`config.mk`:
```
export PLATFORM = sky130hd
export DESIGN_NAME = hti_plane_unit
export DESIGN_NICKNAME = d
export VERILOG_FILES = /design/src/hdl/hti_pkg.sv /design/src/hdl/hti_plane_unit.sv
export SDC_FILE = /design/constraint.sdc
export NUM_CORES = 2
export LEC_CHECK = 0
export BUFFER_PORTS_ARGS = -buffer_cell sky130_fd_sc_hd__buf_2
export CAP_MARGIN = 5
export CORE_MARGIN = 2
export CORE_UTILIZATION = 25
export DETAILED_ROUTE_END_ITERATION = 12
export GPL_ROUTABILITY_DRIVEN = 0
export HOLD_SLACK_MARGIN = 0.08
export SLEW_MARGIN = 20
export SYNTH_ARGS = -nofsm -noshare
export SYNTH_HDL_FRONTEND = slang
export SYNTH_SLANG_ARGS = --single-unit
```
`constraint.sdc`:
```
create_clock -name clk_i -period 7.75 [get_ports clk_i]
set_clock_uncertainty 0.2 [all_clocks]
set_input_delay 0.775 -clock clk_i [delete_from_list [all_inputs] [get_ports clk_i]]
set_output_delay 0.775 -clock clk_i [all_outputs]
set_load 0.005 [all_outputs]
```
`src/hdl/hti_pkg.sv`:
```
// shared constants, codes and types for the heightmap triangle interpolator
// depends on nothing; imported by every module of the block
package hti_pkg;

  // grid geometry
  localparam int GRID_CELLS   = 128;
  localparam int CORNER_SIDE  = GRID_CELLS + 1;
  localparam int CORNER_DEPTH = CORNER_SIDE * CORNER_SIDE;
  localparam int CENTRE_DEPTH = GRID_CELLS * GRID_CELLS;

  // field widths
  localparam int CMD_W     = 2;
  localparam int INDEX_W   = 15;
  localparam int SAMPLE_W  = 16;
  localparam int CELL_W    = 7;
  localparam int FRAC_W    = 16;
  localparam int OUT_W     = 40;
  localparam int CORNER_AW = 15;
  localparam int CENTRE_AW = 14;

  // datapath widths
  localparam int COEF_W = 19;
  localparam int PROD_W = 36;
  localparam int ACC_W  = 38;

  // configuration port
  localparam int CFG_IDX_W = 2;
  localparam logic [CFG_IDX_W-1:0] REG_HEIGHT_MODE = 2'd0;
  localparam logic [CFG_IDX_W-1:0] REG_BASE_HEIGHT = 2'd1;

  // commands
  localparam logic [CMD_W-1:0] CMD_WR_CORNER = 2'd0;
  localparam logic [CMD_W-1:0] CMD_WR_CENTRE = 2'd1;
  localparam logic [CMD_W-1:0] CMD_QUERY     = 2'd2;

  // height modes
  localparam logic [1:0] MODE_FLAT = 2'd0;
  localparam logic [1:0] MODE_BYTE = 2'd1;
  localparam logic [1:0] MODE_WORD = 2'd2;

  // sequencer strobes toward the plane unit
  typedef struct packed {
    logic hold_en;
    logic coef_en;
    logic mulx_en;
    logic sum_en;
  } hti_step_t;

  // query fields held for the length of one query
  typedef struct packed {
    logic [FRAC_W-1:0] frac_x;
    logic [FRAC_W-1:0] frac_y;
    logic              lower;
    logic              x_gt_y;
    logic [1:0]        mode;
  } hti_query_t;

endpackage

```
`src/hdl/hti_plane_unit.sv`:
```
// plane fit over one triangle: coefficients, two multiply stages, scale, base add, saturate
// depends on hti_pkg
module hti_plane_unit (
  input  logic                                clk_i,
  input  hti_pkg::hti_step_t                  step_i,
  input  hti_pkg::hti_query_t                 query_i,
  input  logic [hti_pkg::SAMPLE_W-1:0]        corner_rd_i,
  input  logic [hti_pkg::SAMPLE_W-1:0]        centre_rd_i,
  input  logic signed [hti_pkg::OUT_W-1:0]    base_height_i,
  output logic signed [hti_pkg::OUT_W-1:0]    height_o
);
  import hti_pkg::*;

  logic [SAMPLE_W-1:0]      hold_a_q;
  logic [SAMPLE_W-1:0]      hold_c_q;
  logic [SAMPLE_W-1:0]      smp_a;
  logic [SAMPLE_W-1:0]      smp_b;
  logic [SAMPLE_W-1:0]      smp_c;
  logic                     low_byte;
  logic signed [COEF_W-1:0] ha, hb, h5;
  logic signed [COEF_W-1:0] a_d, b_d, c_d;
  logic signed [COEF_W-1:0] a_q, b_q, c_q;
  logic signed [FRAC_W:0]   x_s, y_s;
  logic signed [PROD_W-1:0] ax_prod, by_prod;
  logic signed [PROD_W-1:0] ax_q;
  logic signed [ACC_W-1:0]  acc_d, acc_q;
  logic signed [OUT_W:0]    scaled;
  logic signed [OUT_W:0]    total;

  // first corner and centre arrive ahead of the second corner and are held here
  always_ff @(posedge clk_i) begin
    if (step_i.hold_en) begin
      hold_a_q <= corner_rd_i;
      hold_c_q <= centre_rd_i;
    end
  end

  assign low_byte = (query_i.mode == MODE_BYTE);
  assign smp_a = low_byte ? {8'h00, hold_a_q[7:0]}    : hold_a_q;
  assign smp_b = low_byte ? {8'h00, corner_rd_i[7:0]} : corner_rd_i;
  assign smp_c = low_byte ? {8'h00, hold_c_q[7:0]}    : hold_c_q;

  assign ha = $signed({{(COEF_W-SAMPLE_W){1'b0}}, smp_a});
  assign hb = $signed({{(COEF_W-SAMPLE_W){1'b0}}, smp_b});
  // centre sample counts twice
  assign h5 = $signed({{(COEF_W-SAMPLE_W-1){1'b0}}, smp_c, 1'b0});

  // ha is h1 in the lower half and h4 in the upper; hb is h2 or h3
  always_comb begin
    unique case ({query_i.lower, query_i.x_gt_y})
      2'b11: begin
        a_d = hb - ha;
        b_d = h5 - ha - hb;
        c_d = ha;
      end
      2'b10: begin
        a_d = h5 - ha - hb;
        b_d = hb - ha;
        c_d = ha;
      end
      2'b01: begin
        a_d = hb + ha - h5;
        b_d = ha - hb;
        c_d = h5 - ha;
      end
      default: begin
        a_d = ha - hb;
        b_d = hb + ha - h5;
        c_d = h5 - ha;
      end
    endcase
  end

  assign x_s     = $signed({1'b0, query_i.frac_x});
  assign y_s     = $signed({1'b0, query_i.frac_y});
  assign ax_prod = a_q * x_s;
  assign by_prod = b_q * y_s;
  assign acc_d   = ACC_W'(ax_q) + ACC_W'(by_prod) + (ACC_W'(c_q) <<< FRAC_W);

  always_ff @(posedge clk_i) begin
    if (step_i.coef_en) begin
      a_q <= a_d;
      b_q <= b_d;
      c_q <= c_d;
    end
    if (step_i.mulx_en) begin
      ax_q <= ax_prod;
    end
    if (step_i.sum_en) begin
      acc_q <= acc_d;
    end
  end

  // mode scale, base add and clamp to the signed output range
  always_comb begin
    unique case (query_i.mode)
      MODE_BYTE: scaled = (OUT_W+1)'(acc_q) <<< 1;
      MODE_WORD: scaled = (OUT_W+1)'(acc_q);
      default:   scaled = '0;
    endcase
    total = scaled + (OUT_W+1)'(base_height_i);
    if (total[OUT_W] != total[OUT_W-1]) begin
      height_o = total[OUT_W] ? {1'b1, {(OUT_W-1){1'b0}}} : {1'b0, {(OUT_W-1){1'b1}}};
    end else begin
      height_o = total[OUT_W-1:0];
    end
  end

endmodule

```
==> results.yml <==
outcome:
  outcome: "finished, final reports clean"
logic_synthesis:
  synth_area_mm2: 0.03861
  synth_fa_ha_area_frac: 0.4704
  synth_top_family_by_area: "adder cells"
  synth.distinct_cells: 85
  yosys-top-cells-count: "inv_1 (982), fa_1 (706), nand2_1 (412), ha_1 (321), and2_1 (307)"
  synth-compound-area-share: 0.1061
  async_reset_ff_frac: 0
  yosysWarnings: 0
  synth_simple_gate_area_frac: 0.1334
  ys_seq_elements: 161
  yosysSeqAreaShare: 0.1252
  synth.area.mux_share: 0.01640
  syn_area_per_cell_um2: 9.292
  ys.flop_type: "edfxtp_1"
  synthXorXnorAreaFrac: 0.03743
  synth_top_cell_by_area: "fa_1"
  yosysMostFrequentCell: "inv_1"
  synth_nets: 5295
  synth_edf_count: 161
  synth.top_cells.by_area: "fa_1 (37%), edfxtp_1 (13%), ha_1 (10%)"
  synth_top_area_frac: 0.3661
  synthCells: 4155
sta:
  period_needed_ns: 7.275
  setup_tns_ns: 0
  max_freq_mhz: 137.5
  tightest_slew_ns: 1.082
  finalSetupViolCount: 0
  hold_ws_ns: 0.2433
  rsz0062_at_grt: "no"
  drv_slew: 0
  hold_viol_final: 0
  fin_crit_sh: 0.9388
  relSlewSlack: 0.2691
  fin_ws_ns: 0.4747
routing:
  drtPass1Iterations: 5
  drt_iter0_drc: 1674
  vias: 28353
  routed_wl_um: 102900
  via_per_inst: 4.502
  drc: 0
  wl_per_cell_um: 16.35
  ant_nets: 0
setup_path:
  worstPathRequired_ns: 7.79
  r2r_slack_ns: 0.47
  rr_startpoint: "a_q[5]$_DFFE_PP_"
  timing.rr.end: "ax_q[35]$_DFFE_PP_"
  setup.worst_path.end_class: "register"
  cp.arrival_ns: 7.32
  cp_max_fo: 10
  worst-setup-path-type: "register to register"
  reg2regPathDepth: 21
  cp-start-kind: "register"
floorplanning:
  coreArea_mm2: 0.1537
  die_x_um: 397.0
  num_rows: 144
  dieHeight_um: 397.0
  start_util: 0.2512
  io_pins: 153
  die_area_mm2: 0.1576
cts:
  cts_made_buffers: 17
  clockBufferDepth: 2
  h-tree-depth: 4
  clkTransAtPathRegs_ns: 0.08
  tritoncts: "yes"
  clk_latency_ns: 0.50
  cts_resized: 0
  root_buffer: "clkbuf_16"
  clock_sinks: 161
  cts_setup_buffers: 0
  holdBufCountCts: 0
global_routing:
  grtUsageTotal: 0.1353
  grt_pass1_vias: 30726
  grt_max_degree: 56
  grt_pass1_wl_um: 167600
  overflow: 0
  antenna_found_initial: 27
final_layout:
  design_area_mm2: 0.04238
  syn_to_final_growth_pct: 9.768
  drive_gt1_frac: 0.07643
  fin_nets: 5379
job:
  cap_violations: 0
hold_path:
  hold_depth: 1
  min_from: "centre_rd_i[3]"
  whs_endpoint: "hold_c_q[3]$_DFFE_PP_"
  min_path_type: "input port to register"
placed_design:
  placed_cell_area_mm2: 0.04175
  dpl.hpwl_um: 88550
  place_ws_ns: 0.1339
  port_buffers: 152
-- state kept, by name, indices dropped and copies added, names as in the netlist --
name      flops
acc_q        38
ax_q         36
a_q          19
b_q          18
c_q          18
hold_a_q     16
hold_c_q     16
-- placed cells by master, fill, tap and decap left out, types with 17 or more instances in the layout --
cell	netlist	final
and2_1	307	307
nor2b_1	26	24
xor2_1	41	41
nand2_1	412	412
fa_1	706	706
mux4_2	21	21
xnor2_1	124	124
a211oi_1	17	17
clkbuf_16	0	17
o21bai_1	26	26
nand2b_1	38	38
a21oi_1	154	154
o21ai_0	115	115
or3_1	17	17
buf_4	1	55
inv_1	982	982
o21ai_2	20	20
a22o_1	36	36
buf_2	8	152
o21a_1	34	34
ha_1	321	321
a21o_1	76	76
nor2_1	91	91
nor3_1	32	32
and3_1	19	19
nand3_1	31	31
edfxtp_1	161	161
-- critical path, stage by stage, from the launching register on --
cell and delay, ns:
edfxtp_1 0.67, buf_4 0.29, and2_1 0.15, fa_1 0.50
inv_1 0.05, fa_1 0.40, fa_1 0.53, fa_1 0.56
inv_1 0.05, fa_1 0.47, inv_1 0.05, fa_1 0.47
inv_1 0.04, ha_1 0.34, a21o_1 0.19, a221oi_1 0.49
a32oi_1 0.19, a31oi_1 0.29, o21ai_0 0.24, a311oi_1 0.51
mux2i_1 0.24, nand4_1 0.10
-- layout make-up --
| cell class | instances | area [µm²] |
|---|---|---|
| antenna | 2 | 5.005 |
| clock buffer | 18 | 429.2 |
| clock inverter | 14 | 176.4 |
| fill | 16354 | 111300 |
| inverter | 984 | 3694 |
| multi-input combinational | 2867 | 29490 |
| sequential | 161 | 4835 |
| tap | 2044 | 2557 |
| timing repair buffer | 208 | 1194 |
-- through the flow --
| step | std cells | utilization |
|---|---|---|
| 2_1_floorplan | 4155 | - |
| 3_3_place_gp | 6262 | 0.2717 |
| 3_5_place_dp | 6262 | 0.2717 |
| 4_1_cts | 6294 | 0.2756 |
| 5_1_grt | 6296 | 0.2757 |
| 6_report | 6298 | 0.2757 |
-- per-layer routing --
metal  up-vias  share of wire  track usage
met1     14290           0.44       0.1741
met3       182          0.055      0.02330
li1      13153              -            -
met5         -         0.0021            0
met4        30          0.025      0.03293
met2       698           0.48       0.2346
-- cells by family after synthesis --
kind of cell               Yosys count
buffers and inverters             1127
adders and majority gates         1028
and+or+nand+nor                   1027
AOI/OAI and AO/OA                  611
xor gates and xnor gates           165
DFF                                161
muxes                               36
-- worst max path at each step --
stage / from / end / slack, ns
global placement: query_i[4] / acc_q[37]$_DFFE_PP_ / 0.20
detailed placement: query_i[4] / acc_q[37]$_DFFE_PP_ / 0.13
floorplan: query_i[4] / acc_q[37]$_DFFE_PP_ / 0.48
finish: a_q[5]$_DFFE_PP_ / ax_q[35]$_DFFE_PP_ / 0.47
CTS: b_q[18]$_DFFE_PP_ / acc_q[37]$_DFFE_PP_ / 0.34
global route: a_q[4]$_DFFE_PP_ / ax_q[35]$_DFFE_PP_ / 0.11
Power is left out: the tool's default activity adds up to more than one toggle a clock period on the data nets, which glitch-free logic cannot reach.
